===== src/sv/assert_macros.svh =====
// Assertion macros shared by the RTL of the share evaluator.
// Depends on nothing; included by the modules that carry assertions.
`ifndef ASSERT_MACROS_SVH
`define ASSERT_MACROS_SVH

// Same-cycle implication, checked at every rising clock edge outside reset.
`define ASSERT_IMP(label, clk, rst, ante, cons) \
   label: assert property (@(posedge clk) disable iff (rst) (ante) |-> (cons)) \
      else $error("assertion failed");

// Next-cycle implication, checked at every rising clock edge outside reset.
`define ASSERT_NEXT(label, clk, rst, ante, cons) \
   label: assert property (@(posedge clk) disable iff (rst) (ante) |=> (cons)) \
      else $error("assertion failed");

`endif


===== src/sv/gfse_pkg.sv =====
// Types, constants and the GF(2^128) digit step of the share evaluator.
// Depends on nothing; used by every module of the block.
package gfse_pkg;

   localparam int FIELD_BITS  = 128;
   localparam int HALF_BITS   = 64;
   localparam int DIGIT_BITS  = 8;
   localparam int DIGITS      = FIELD_BITS / DIGIT_BITS;
   localparam int DIGIT_CNT_W = $clog2(DIGITS);
   localparam int COUNT_W     = 5;
   localparam int INDEX_W     = 4;
   localparam int REQ_DATA_W  = 136;
   localparam int RSP_DATA_W  = 256;

   localparam logic [DIGIT_BITS-1:0] REDUCE_POLY = 8'h87;

   localparam logic OP_LOAD = 1'b0;
   localparam logic OP_EVAL = 1'b1;

   typedef logic [FIELD_BITS-1:0] field_type;

   typedef struct packed {
      logic busy;
      logic done;
   } mul_status_type;

   // One digit of a most-significant-first multiply: acc * x^8 + a * digit, reduced.
   function automatic field_type gf_digit_step(field_type acc, field_type a,
                                               logic [DIGIT_BITS-1:0] digit);
      logic [FIELD_BITS+DIGIT_BITS-1:0] wide;
      logic [DIGIT_BITS-1:0]            ovf;
      field_type                        res;
      wide = {acc, {DIGIT_BITS{1'b0}}};
      for (int j = 0; j < DIGIT_BITS; j++) begin
         if (digit[j]) begin
            wide = wide ^ ({{DIGIT_BITS{1'b0}}, a} << j);
         end
      end
      ovf = wide[FIELD_BITS+DIGIT_BITS-1:FIELD_BITS];
      res = wide[FIELD_BITS-1:0];
      for (int j = 0; j < DIGIT_BITS; j++) begin
         if (ovf[j]) begin
            res = res ^ ({{(FIELD_BITS-DIGIT_BITS){1'b0}}, REDUCE_POLY} << j);
         end
      end
      return res;
   endfunction

endpackage


===== src/sv/gfse_coeff_ram.sv =====
// Coefficient store: one write port, one registered read port, valid bits per entry.
// Depends on gfse_pkg.
module gfse_coeff_ram #(
   parameter int DEPTH  = 16,
   parameter int ADDR_W = 4
) (
   input  logic                 clock,
   input  logic                 reset,
   input  logic                 wr_en,
   input  logic [ADDR_W-1:0]    wr_addr,
   input  gfse_pkg::field_type  wr_data,
   input  logic                 rd_en,
   input  logic [ADDR_W-1:0]    rd_addr,
   output gfse_pkg::field_type  rd_data
);

   gfse_pkg::field_type mem [DEPTH];
   logic [DEPTH-1:0]    valid_ff;
   gfse_pkg::field_type rd_data_ff;
   logic                rd_valid_ff;

   always_ff @(posedge clock) begin
      if (wr_en) begin
         mem[wr_addr] <= wr_data;
      end
      if (rd_en) begin
         rd_data_ff <= mem[rd_addr];
      end
   end

   always_ff @(posedge clock) begin
      if (reset) begin
         valid_ff    <= '0;
         rd_valid_ff <= 1'b0;
      end else begin
         if (wr_en) begin
            valid_ff[wr_addr] <= 1'b1;
         end
         if (rd_en) begin
            rd_valid_ff <= valid_ff[rd_addr];
         end
      end
   end

   assign rd_data = rd_valid_ff ? rd_data_ff : '0;

endmodule


===== src/sv/gfse_mult.sv =====
// Digit-serial GF(2^128) multiplier, eight bits of the second operand per cycle.
// Depends on gfse_pkg.
module gfse_mult (
   input  logic                     clock,
   input  logic                     reset,
   input  logic                     start,
   input  gfse_pkg::field_type      operand_a,
   input  gfse_pkg::field_type      operand_b,
   output gfse_pkg::field_type      product,
   output gfse_pkg::mul_status_type status
);

   gfse_pkg::field_type                 acc_ff, acc_in;
   gfse_pkg::field_type                 a_ff, a_in;
   gfse_pkg::field_type                 b_ff, b_in;
   logic [gfse_pkg::DIGIT_CNT_W-1:0]    cnt_ff, cnt_in;
   logic                                busy_ff, busy_in;
   logic                                done_ff, done_in;

   always_comb begin
      acc_in  = acc_ff;
      a_in    = a_ff;
      b_in    = b_ff;
      cnt_in  = cnt_ff;
      busy_in = busy_ff;
      done_in = 1'b0;
      if (start) begin
         acc_in  = '0;
         a_in    = operand_a;
         b_in    = operand_b;
         cnt_in  = '0;
         busy_in = 1'b1;
      end else if (busy_ff) begin
         acc_in = gfse_pkg::gf_digit_step(acc_ff, a_ff,
            b_ff[gfse_pkg::FIELD_BITS-1 -: gfse_pkg::DIGIT_BITS]);
         b_in   = b_ff << gfse_pkg::DIGIT_BITS;
         cnt_in = cnt_ff + gfse_pkg::DIGIT_CNT_W'(1);
         if (cnt_ff == gfse_pkg::DIGIT_CNT_W'(gfse_pkg::DIGITS - 1)) begin
            busy_in = 1'b0;
            done_in = 1'b1;
         end
      end
   end

   always_ff @(posedge clock) begin
      if (reset) begin
         busy_ff <= 1'b0;
         done_ff <= 1'b0;
      end else begin
         busy_ff <= busy_in;
         done_ff <= done_in;
      end
   end

   always_ff @(posedge clock) begin
      acc_ff <= acc_in;
      a_ff   <= a_in;
      b_ff   <= b_in;
      cnt_ff <= cnt_in;
   end

   assign product     = acc_ff;
   assign status.busy = busy_ff;
   assign status.done = done_ff;

endmodule


===== src/sv/gf128_share_evaluator.sv =====
// Top level of the GF(2^128) share evaluator: sequencer, result register, count register.
// Depends on gfse_pkg, gfse_coeff_ram, gfse_mult and assert_macros.svh.
//
//   channel   direction   transfer carries
//   req_      in          opcode in tuser, coeff_index and the 128-bit value in tdata
//   rsp_      out         share x and share y in tdata, one per evaluate
//   csr_      in          coeff_count, five bits
//
// An evaluate of n coefficients runs a Horner loop from the highest index down:
// each Horner step is one pass of the eight-bit digit-serial multiplier, and the
// coefficient read from the store is added as that pass ends and the next pass starts.
// Reset clears the coefficient store at once through per-entry valid bits.
// A finished share waits in the output register; the next item is taken meanwhile,
// and an evaluate that finishes while that register is still full holds until it drains.
`include "assert_macros.svh"

module gf128_share_evaluator #(
   parameter int MAX_COEFFS = 16
) (
   input  logic         clock,
   input  logic         reset,
   input  logic         req_tvalid,
   output logic         req_tready,
   // [3:0] coeff_index, [67:4] value_low, [131:68] value_high, [135:132] zero
   input  logic [135:0] req_tdata,
   // [0] opcode
   input  logic [0:0]   req_tuser,
   output logic         rsp_tvalid,
   input  logic         rsp_tready,
   // [63:0] share_x_low, [127:64] share_x_high, [191:128] share_y_low, [255:192] share_y_high
   output logic [255:0] rsp_tdata,
   input  logic         csr_valid,
   output logic         csr_ready,
   input  logic [4:0]   csr_data
);

   localparam int ADDR_W = $clog2(MAX_COEFFS);
   localparam int CNT_W  = $clog2(MAX_COEFFS + 1);

   localparam logic [1:0] ST_IDLE = 2'd0;
   localparam logic [1:0] ST_WAIT = 2'd1;
   localparam logic [1:0] ST_DONE = 2'd2;

   logic [1:0]                        state_ff, state_in;
   gfse_pkg::field_type               x_ff, x_in;
   gfse_pkg::field_type               y_ff, y_in;
   logic [ADDR_W-1:0]                 idx_ff, idx_in;
   logic [gfse_pkg::COUNT_W-1:0]      count_ff, count_in;
   logic                              rsp_valid_ff, rsp_valid_in;
   logic [gfse_pkg::RSP_DATA_W-1:0]   rsp_data_ff, rsp_data_in;

   logic                              req_fire;
   logic                              req_opcode;
   logic [gfse_pkg::INDEX_W-1:0]      req_index;
   gfse_pkg::field_type               req_value;
   logic                              load_in_range;
   logic [CNT_W-1:0]                  n_eff;
   logic [ADDR_W-1:0]                 first_idx;
   logic                              slot_free;

   logic                              wr_en;
   logic                              rd_en;
   logic [ADDR_W-1:0]                 rd_addr;
   gfse_pkg::field_type               coeff;
   logic                              mul_start;
   gfse_pkg::field_type               mul_a;
   gfse_pkg::field_type               mul_b;
   gfse_pkg::field_type               mul_product;
   gfse_pkg::mul_status_type          mul_status;
   gfse_pkg::field_type               y_next;

   assign req_tready = (state_ff == ST_IDLE);
   assign req_fire   = req_tvalid & req_tready;
   assign req_opcode = req_tuser[0];
   assign req_index  = req_tdata[gfse_pkg::INDEX_W-1:0];
   assign req_value  = req_tdata[gfse_pkg::INDEX_W +: gfse_pkg::FIELD_BITS];
   assign csr_ready  = 1'b1;

   assign load_in_range = (int'(req_index) < MAX_COEFFS);
   assign n_eff     = (int'(count_ff) > MAX_COEFFS) ? CNT_W'(MAX_COEFFS) : CNT_W'(count_ff);
   assign first_idx = ADDR_W'(n_eff - CNT_W'(1));
   assign slot_free = ~rsp_valid_ff | rsp_tready;
   assign y_next    = mul_product ^ coeff;

   gfse_coeff_ram #(
      .DEPTH  (MAX_COEFFS),
      .ADDR_W (ADDR_W)
   ) u_coeff_ram (
      .clock   (clock),
      .reset   (reset),
      .wr_en   (wr_en),
      .wr_addr (ADDR_W'(req_index)),
      .wr_data (req_value),
      .rd_en   (rd_en),
      .rd_addr (rd_addr),
      .rd_data (coeff)
   );

   gfse_mult u_mult (
      .clock     (clock),
      .reset     (reset),
      .start     (mul_start),
      .operand_a (mul_a),
      .operand_b (mul_b),
      .product   (mul_product),
      .status    (mul_status)
   );

   always_comb begin
      state_in     = state_ff;
      x_in         = x_ff;
      y_in         = y_ff;
      idx_in       = idx_ff;
      count_in     = csr_valid ? csr_data : count_ff;
      rsp_valid_in = rsp_valid_ff & ~rsp_tready;
      rsp_data_in  = rsp_data_ff;
      wr_en        = 1'b0;
      rd_en        = 1'b0;
      rd_addr      = idx_ff;
      mul_start    = 1'b0;
      mul_a        = '0;
      mul_b        = x_ff;
      unique case (state_ff)
         ST_IDLE: begin
            if (req_fire) begin
               if (req_opcode == gfse_pkg::OP_LOAD) begin
                  wr_en = load_in_range;
               end else begin
                  x_in = req_value;
                  if (n_eff == '0) begin
                     y_in     = '0;
                     state_in = ST_DONE;
                  end else begin
                     idx_in    = first_idx;
                     rd_en     = 1'b1;
                     rd_addr   = first_idx;
                     mul_start = 1'b1;
                     mul_a     = '0;
                     mul_b     = req_value;
                     state_in  = ST_WAIT;
                  end
               end
            end
         end
         ST_WAIT: begin
            if (mul_status.done) begin
               if (idx_ff == '0) begin
                  y_in     = y_next;
                  state_in = ST_DONE;
               end else begin
                  idx_in    = idx_ff - ADDR_W'(1);
                  rd_en     = 1'b1;
                  rd_addr   = idx_ff - ADDR_W'(1);
                  mul_start = 1'b1;
                  mul_a     = y_next;
                  mul_b     = x_ff;
               end
            end
         end
         ST_DONE: begin
            if (slot_free) begin
               rsp_valid_in = 1'b1;
               rsp_data_in  = {y_ff, x_ff};
               state_in     = ST_IDLE;
            end
         end
         default: begin
            state_in = ST_IDLE;
         end
      endcase
   end

   always_ff @(posedge clock) begin
      if (reset) begin
         state_ff     <= ST_IDLE;
         rsp_valid_ff <= 1'b0;
         count_ff     <= gfse_pkg::COUNT_W'(1);
      end else begin
         state_ff     <= state_in;
         rsp_valid_ff <= rsp_valid_in;
         count_ff     <= count_in;
      end
   end

   always_ff @(posedge clock) begin
      x_ff        <= x_in;
      y_ff        <= y_in;
      idx_ff      <= idx_in;
      rsp_data_ff <= rsp_data_in;
   end

   assign rsp_tvalid = rsp_valid_ff;
   assign rsp_tdata  = rsp_data_ff;

   `ASSERT_IMP(a_start_when_free, clock, reset, mul_start, !mul_status.busy)
   `ASSERT_IMP(a_done_in_wait, clock, reset, mul_status.done, state_ff == ST_WAIT)
   `ASSERT_IMP(a_busy_blocks_input, clock, reset, mul_status.busy, !req_tready)
   `ASSERT_NEXT(a_share_posted, clock, reset, (state_ff == ST_DONE) && slot_free, rsp_tvalid)

endmodule

===== config.mk =====
export PLATFORM = sky130hd
export DESIGN_NAME = gf128_share_evaluator
export DESIGN_NICKNAME = d
export VERILOG_FILES = /design/src/sv/gfse_pkg.sv /design/src/sv/gfse_coeff_ram.sv /design/src/sv/gfse_mult.sv /design/src/sv/gf128_share_evaluator.sv
export VERILOG_INCLUDE_DIRS = /design/src /design/src/sv
export SDC_FILE = /design/constraint.sdc
export NUM_CORES = 2
export LEC_CHECK = 0
export BUFFER_PORTS_ARGS = -buffer_cell sky130_fd_sc_hd__clkbuf_2
export CAP_MARGIN = 20
export CORE_MARGIN = 2
export CORE_UTILIZATION = 60
export DETAILED_ROUTE_END_ITERATION = 16
export GPL_ROUTABILITY_DRIVEN = 0
export GPL_TIMING_DRIVEN = 0
export PLACE_DENSITY = 0.77
export SLEW_MARGIN = 0
export SYNTH_ARGS = -nofsm -noshare
export SYNTH_HDL_FRONTEND = slang
export SYNTH_SLANG_ARGS = --single-unit

===== constraint.sdc =====
create_clock -name clock -period 24.8 [get_ports clock]
set_clock_uncertainty 0.05 [all_clocks]
set_input_delay 3.72 -clock clock [delete_from_list [all_inputs] [get_ports clock]]
set_output_delay 3.72 -clock clock [all_outputs]
set_load 0.01 [all_outputs]

After elaboration in Yosys (flattened, before gate mapping):

Memories as Yosys holds them, arrays and structs flattened. A register that Yosys moved wholly into a read port is not among the register bits.
Index checks and enable logic that the tools add are counted.

* equality and inequality tests: 9
* bitwise logic cells: 26
* $add $sub $neg: 3
* mux-type cells: 94
* reduce and logical (&&, ||, !) cells: 12
* $lt $le $gt $ge: 4

Operators by type and width (number)
* $mux 128: 26
* $mux 136: 24
* $pmux 128 s2: 1
* $xor 136x128->136: 1
* $xor 136x129->136: 1
* $xor 136x130->136: 1
* $xor 136x131->136: 1
* $xor 136x132->136: 1
* $xor 136x133->136: 1
* $xor 136x134->136: 1
* $xor 136x135->136: 1
* $xor 128x128->128: 1
* $not 4->4: 8
* $mux 4: 5
* $mux 1: 18
* $or 16x16->16: 1
* $mux 15: 1
* $mux 14: 1
* $mux 13: 1
* $mux 12: 1
* $mux 2: 6
* $mux 11: 1
* $lt 4x5->1 const B: 2
* $mux 10: 1
* 30 further kinds: 42

* bits of input ports: 147
* word-level logic and storage cells: 164
* memories: 1
* flip-flop bits (word level): 931
* bits in writable memories: 2048

Memory list
* u_coeff_ram.mem: depth 16, width 128, rd ports 1, clocked after memory_dff 1, wr ports 1, RTL line gfse_coeff_ram.sv:17 `gfse_pkg::field_type mem [DEPTH];`

Depth between registers and ports, before layout:

* depth in word-level cells: 66
* depth in mapped cells: 15

Hierarchy:

Synthesis repeated with hierarchy kept, for this count alone.

* cell total of the unflattened synthesis: 7470
* area total of the unflattened synthesis: 130547.7 sq um

By module, submodules not included
* gfse_coeff_ram: sequential area each 65683.0 sq um, times used 1, area each 82270.2 sq um, cells an instance 3302
* gfse_mult: sequential area each 10369.9 sq um, times used 1, area each 28452.3 sq um, cells an instance 3019
* gf128_share_evaluator: sequential area each 15615.0 sq um, times used 1, area each 19825.3 sq um, cells an instance 1149

Least setup slack after synthesis:

Ideal clock, no wire load.

* path type: input to register
* from: input rsp_tready
* to: register rsp_data_ff, in the netlist rsp_tdata[0], enable pin
* setup slack: 8.770 ns
* required time: 23.842 ns
* data arrival time: 15.072 ns
* stages: 2
* path through: nand2b_1 nor2b_1

* word-level cells in the longest chain between the ends: 2

Ends and longest elaborated chain
* start: declaration: RTL line gf128_share_evaluator.sv:29 `input logic rsp_tready,`
* $or 1x1->1: RTL line gf128_share_evaluator.sv:82 `assign slot_free = ~rsp_valid_ff | rsp_tready;`
* $reduce_and 2->1 (no line)
* end signal: assignment: RTL line gf128_share_evaluator.sv:189 `rsp_data_ff <= rsp_data_in;`
* end: declaration: RTL line gf128_share_evaluator.sv:50 `logic [gfse_pkg::RSP_DATA_W-1:0] rsp_data_ff, rsp_data_in;`

Every way passes these cells.
A chain may end at the register's enable or synchronous reset.

Final worst setup path:

* from: input req_tvalid
* to: register u_coeff_ram.rd_data_ff[53], read port of u_coeff_ram.mem (data pin)

* word-level cells in the longest chain between the ends: 3
* elaborated cells between the ends (all ways): 5

Ends and longest elaborated chain
* start: declaration: RTL line gf128_share_evaluator.sv:22 `input logic req_tvalid,`
* $and 1x1->1 (*): RTL line gf128_share_evaluator.sv:73 `assign req_fire = req_tvalid & req_tready;`
* $mux 4 or $mux 1 (tied branches): RTL line gf128_share_evaluator.sv:125 `if (req_fire) begin`
* $pmux 4 s2 or $pmux 1 s2 (tied branches)
* end: declaration: RTL line gfse_coeff_ram.sv:19 `gfse_pkg::field_type rd_data_ff;`

Every way passes the cells marked *; elsewhere a longest branch is shown, timed or not.

==> parameters.txt <==
Parameter                              Value

Outcome
  Outcome    finished clean

Clocking
  Post-cts sizing count    0
  CTS tree    built
  Number of levels the H-tree was split into    5
  Clock transition at the registers of the reported paths    60 ps
  Hold bufs inserted after CTS    0
  Cell at the root of the clock tree    clkbuf_16
  Source-to-sink clock delay at the later pin of the worst-skew pair    approximately 980 ps
  Total setup buffers inserted after CTS    0
  CTS sink cnt    between 3000 and 4000
  CTS buffer count    between 300 and 400
  Buffers from clock root to sink, at most    4

GRT
  Met1 Use GR    0.450
  Antenna violations before repair    just under 50
  Wire length of the first global-routing pass    582 mm
  Via count of the first global-routing pass    around 90000
  Met3 usage in global routing    0.111
  GR peak layer    met2
  GRT Total Usage    0.355
  Remaining Overflow, GRT    0
  Global Route met2 Usage    0.529
  Maximum number of pins on one net before global-route repair    67

Logic synthesis
  Post-synth EDFFs    ~2900
  Yosys warns    0
  Count of mapped cells out of synthesis    about 11000
  Share of synthesized area occupied by flip-flops and latches    0.691
  Yosys reg bits    approximately 3100
  Asr flop ratio synth    0
  Synth Flop Type    edfxtp_1
  Number of unique standard cell types used by synthesis    51
  Area of the mapped netlist    133000 um^2
  Mean instance size in the synthesized netlist    12.5 um^2
  Number of nets in the synthesized netlist    roughly 11000

Critical path
  Critical setup path kind    input pin to flip-flop
  Slowest CP cell    a21oi_1
  Critical-path cell list    clkbuf_2, and4bb_4, buf_16, and2b_1, a22oi_1, o21ai_1, clkinv_1, buf_2, buf_2, buf_1, nand2_1, nand3_1, a31oi_1, a21oi_1
  Library cell appearing most often on the critical path    buf_2
  Maximum fanout count along the critical path    between 50 and 60
  Required @ worst endpoint    25330 ps
  Reg2Reg Setup Slack    between 15000 and 20000 ps
  Type of element capturing the critical path    flip-flop
  Worst r2r path cells    14
  Worst path arrival time    around 8400 ps
  Worst setup SP type    input pin
  Max incr delay on CP    about 760 ps

STA
  Sum of negative setup slack    0 ps
  Worst slew margin relative to its limit    0.158
  Final hold viol count    0
  Crit path time final    just under 8000 ps
  Worst-margin pin slew    1260 ps
  Final period utilization    0.315
  Maximum operating frequency    0.128 GHz
  Number of pins with negative max-slew slack in the final report    0
  Setup repair after global routing missed its margin    false
  Final setup violation count    0

Power
  Peak VDD IR    a little over 80 uV
  Power per standard cell area    between 90 and 100 nW/um^2
  Tot Pwr    14.4 mW
  Reported leakage power    51.6 nW

Routing
  Antenna Nets Post-Route    0
  DR iter-0 viols    14700
  Routed via count divided by cell count    around 6.3
  Drt drc    0
  Count of vias placed by the detailed router    a little over 90000
  Routed length per placed instance    between 20 and 30 um
  DRT Wirelength    between 400 and 500 mm
  First-pass DRT Iterations    10

Floorplan
  Die Area    225000 um^2
  Overall die width    474 um
  Initial core utilization    0.604
  Core area    approximately 220000 um^2
  Number of primary I/O pins    between 400 and 500
  Vertical die dimension    474 um
  Placement row count    roughly 170

Flow run
  Reported max-cap violation count    0

Worst hold path
  Worst Hold Class    flip-flop to flip-flop
  Hold depth    0

Finish
  Area added between synthesis and finish    13.9%
  Fraction of layout instances using a drive strength above 1    0.107
  Final net count    approximately 12000

Place
  Final HPWL from detailed placement    281 mm
  I/O Buffers    between 300 and 400
-- synth_stat cells (all sizes together) (2+ instances only) --
master / count / area [um^2]
a211oi: 268 / 2330
mux2i: 124 / 1240
ha: 4 / 50.1
xnor2: 787 / 6890
nor4b: 4 / 41.3
a22oi: 2 / 28.8
xor2: 390 / 3420
a21oi: 132 / 661
nand2: 2950 / 11100
nor2: 438 / 1640
a311oi: 386 / 3380
edfxtp: 2944 / 88400
a22o: 8 / 70.1
and3: 257 / 1610
buf: 226 / 1140
or3: 2 / 12.5
nand4: 4 / 25.0
o21ai: 3 / 15.0
inv: 5 / 23.8
nand3b: 2 / 15.0
nand3: 519 / 2600
nand2b: 8 / 50.1
nor3: 139 / 696
nor2b: 4 / 25.0
a32oi: 2 / 17.5
clkbuf: 620 / 2330
dfxtp: 163 / 3260
a31oi: 248 / 1550
-- path summary, 6_finish.rpt --
kind                                  from                                   end
hold / removal      y_ff[26]$_SDFFCE_PP0P_              rsp_tdata[154]$_DFFE_PP_
hold reg to reg     y_ff[26]$_SDFFCE_PP0P_              rsp_tdata[154]$_DFFE_PP_
setup reg to reg  count_ff[4]$_SDFFE_PP0P_  u_coeff_ram.rd_data_ff[53]$_DFFE_PP_
setup / recovery                req_tvalid  u_coeff_ram.rd_data_ff[53]$_DFFE_PP_
-- critical path, delay by kind of cell --
kind	cells	cell delay [ps]
buffers and inverters	6	2450
AO/OA/AOI/OAI	4	1210
AND/OR/NAND/NOR	4	920
-- state kept, by name, summed over array words and instances (netlist names), 2 cells and up --
register	count
u_coeff_ram.mem	2048
rsp_tdata	256
u_coeff_ram.rd_data_ff	128
u_mult.a_ff	128
u_mult.b_ff	128
u_mult.product	128
x_ff	128
y_ff	128
u_coeff_ram.valid_ff	16
count_ff	5
idx_ff	4
u_mult.cnt_ff	4
state_ff	2
-- cell usage in the layout, fill, tap and decap left out, drive strengths merged, types with 14 or more instances in the layout --
master and n:
nand2 2950, edfxtp 2944, clkbuf 1413, xnor2 787
nand3 519, nor2 438, xor2 390, a311oi 386
buf 370, a211oi 268, and3 257, a31oi 248
dfxtp 163, nor3 139, a21oi 132, mux2i 124
clkinv 112, bufinv 33, diode 29, inv 14
-- logic make-up after synthesis --
kind of cell / share of synthesized area
mux: 0.00935
xor+xnor: 0.0777
fa+ha+maj: 0.000377
other cells: 0.0000283
compound gates: 0.0610
buf+inv: 0.0264
simple gates: 0.134
flops: 0.691
-- per-layer routing --
layer,wire [um],share of wire,vias up
met3,58400,0.14,1438
met5,204,0.00050,-
li1,-,-,39700
met1,138000,0.34,44400
met2,177000,0.44,7323
met4,31300,0.077,30
-- report_power, final --
group          switching, mW  internal (mW)  leakage [nW]  total (mW)
Sequential             0.217           6.02          28.1        6.23
Clock                   1.99           2.79          5.01        4.77
Combinational           2.34           1.10          18.5        3.44
Total                   4.54           9.91          51.6        14.4
-- per-stage QoR --
| stage | instances | area [um^2] | worst slack, ps | util | hold slack, ps |
|---|---|---|---|---|---|
| 2_1_floorplan | 10700 | 133000 | 8770 | - | 350 |
| 3_3_place_gp | 14000 | 138000 | 2740 | 0.630 | 354 |
| 3_5_place_dp | 14100 | 141000 | 16480 | 0.641 | 355 |
| 4_1_cts | 14700 | 151000 | 17380 | 0.688 | 361 |
| 5_1_grt | 14700 | 151000 | 16980 | 0.688 | 365 |
| 6_report | 14700 | 151000 | 16980 | 0.688 | 359 |
-- layout make-up --
cell class	instances	area, um^2
timing repair buffer	543	4350
inverter	6	27.5
tap	2958	3700
buffer	846	3480
antenna	29	72.6
clock inverter	163	1700
fill	14500	68500
sequential	3107	91700
multi-input combinational	6693	37700
clock buffer	394	8540
No activity file was read; power rests on OpenSTA's default activity.
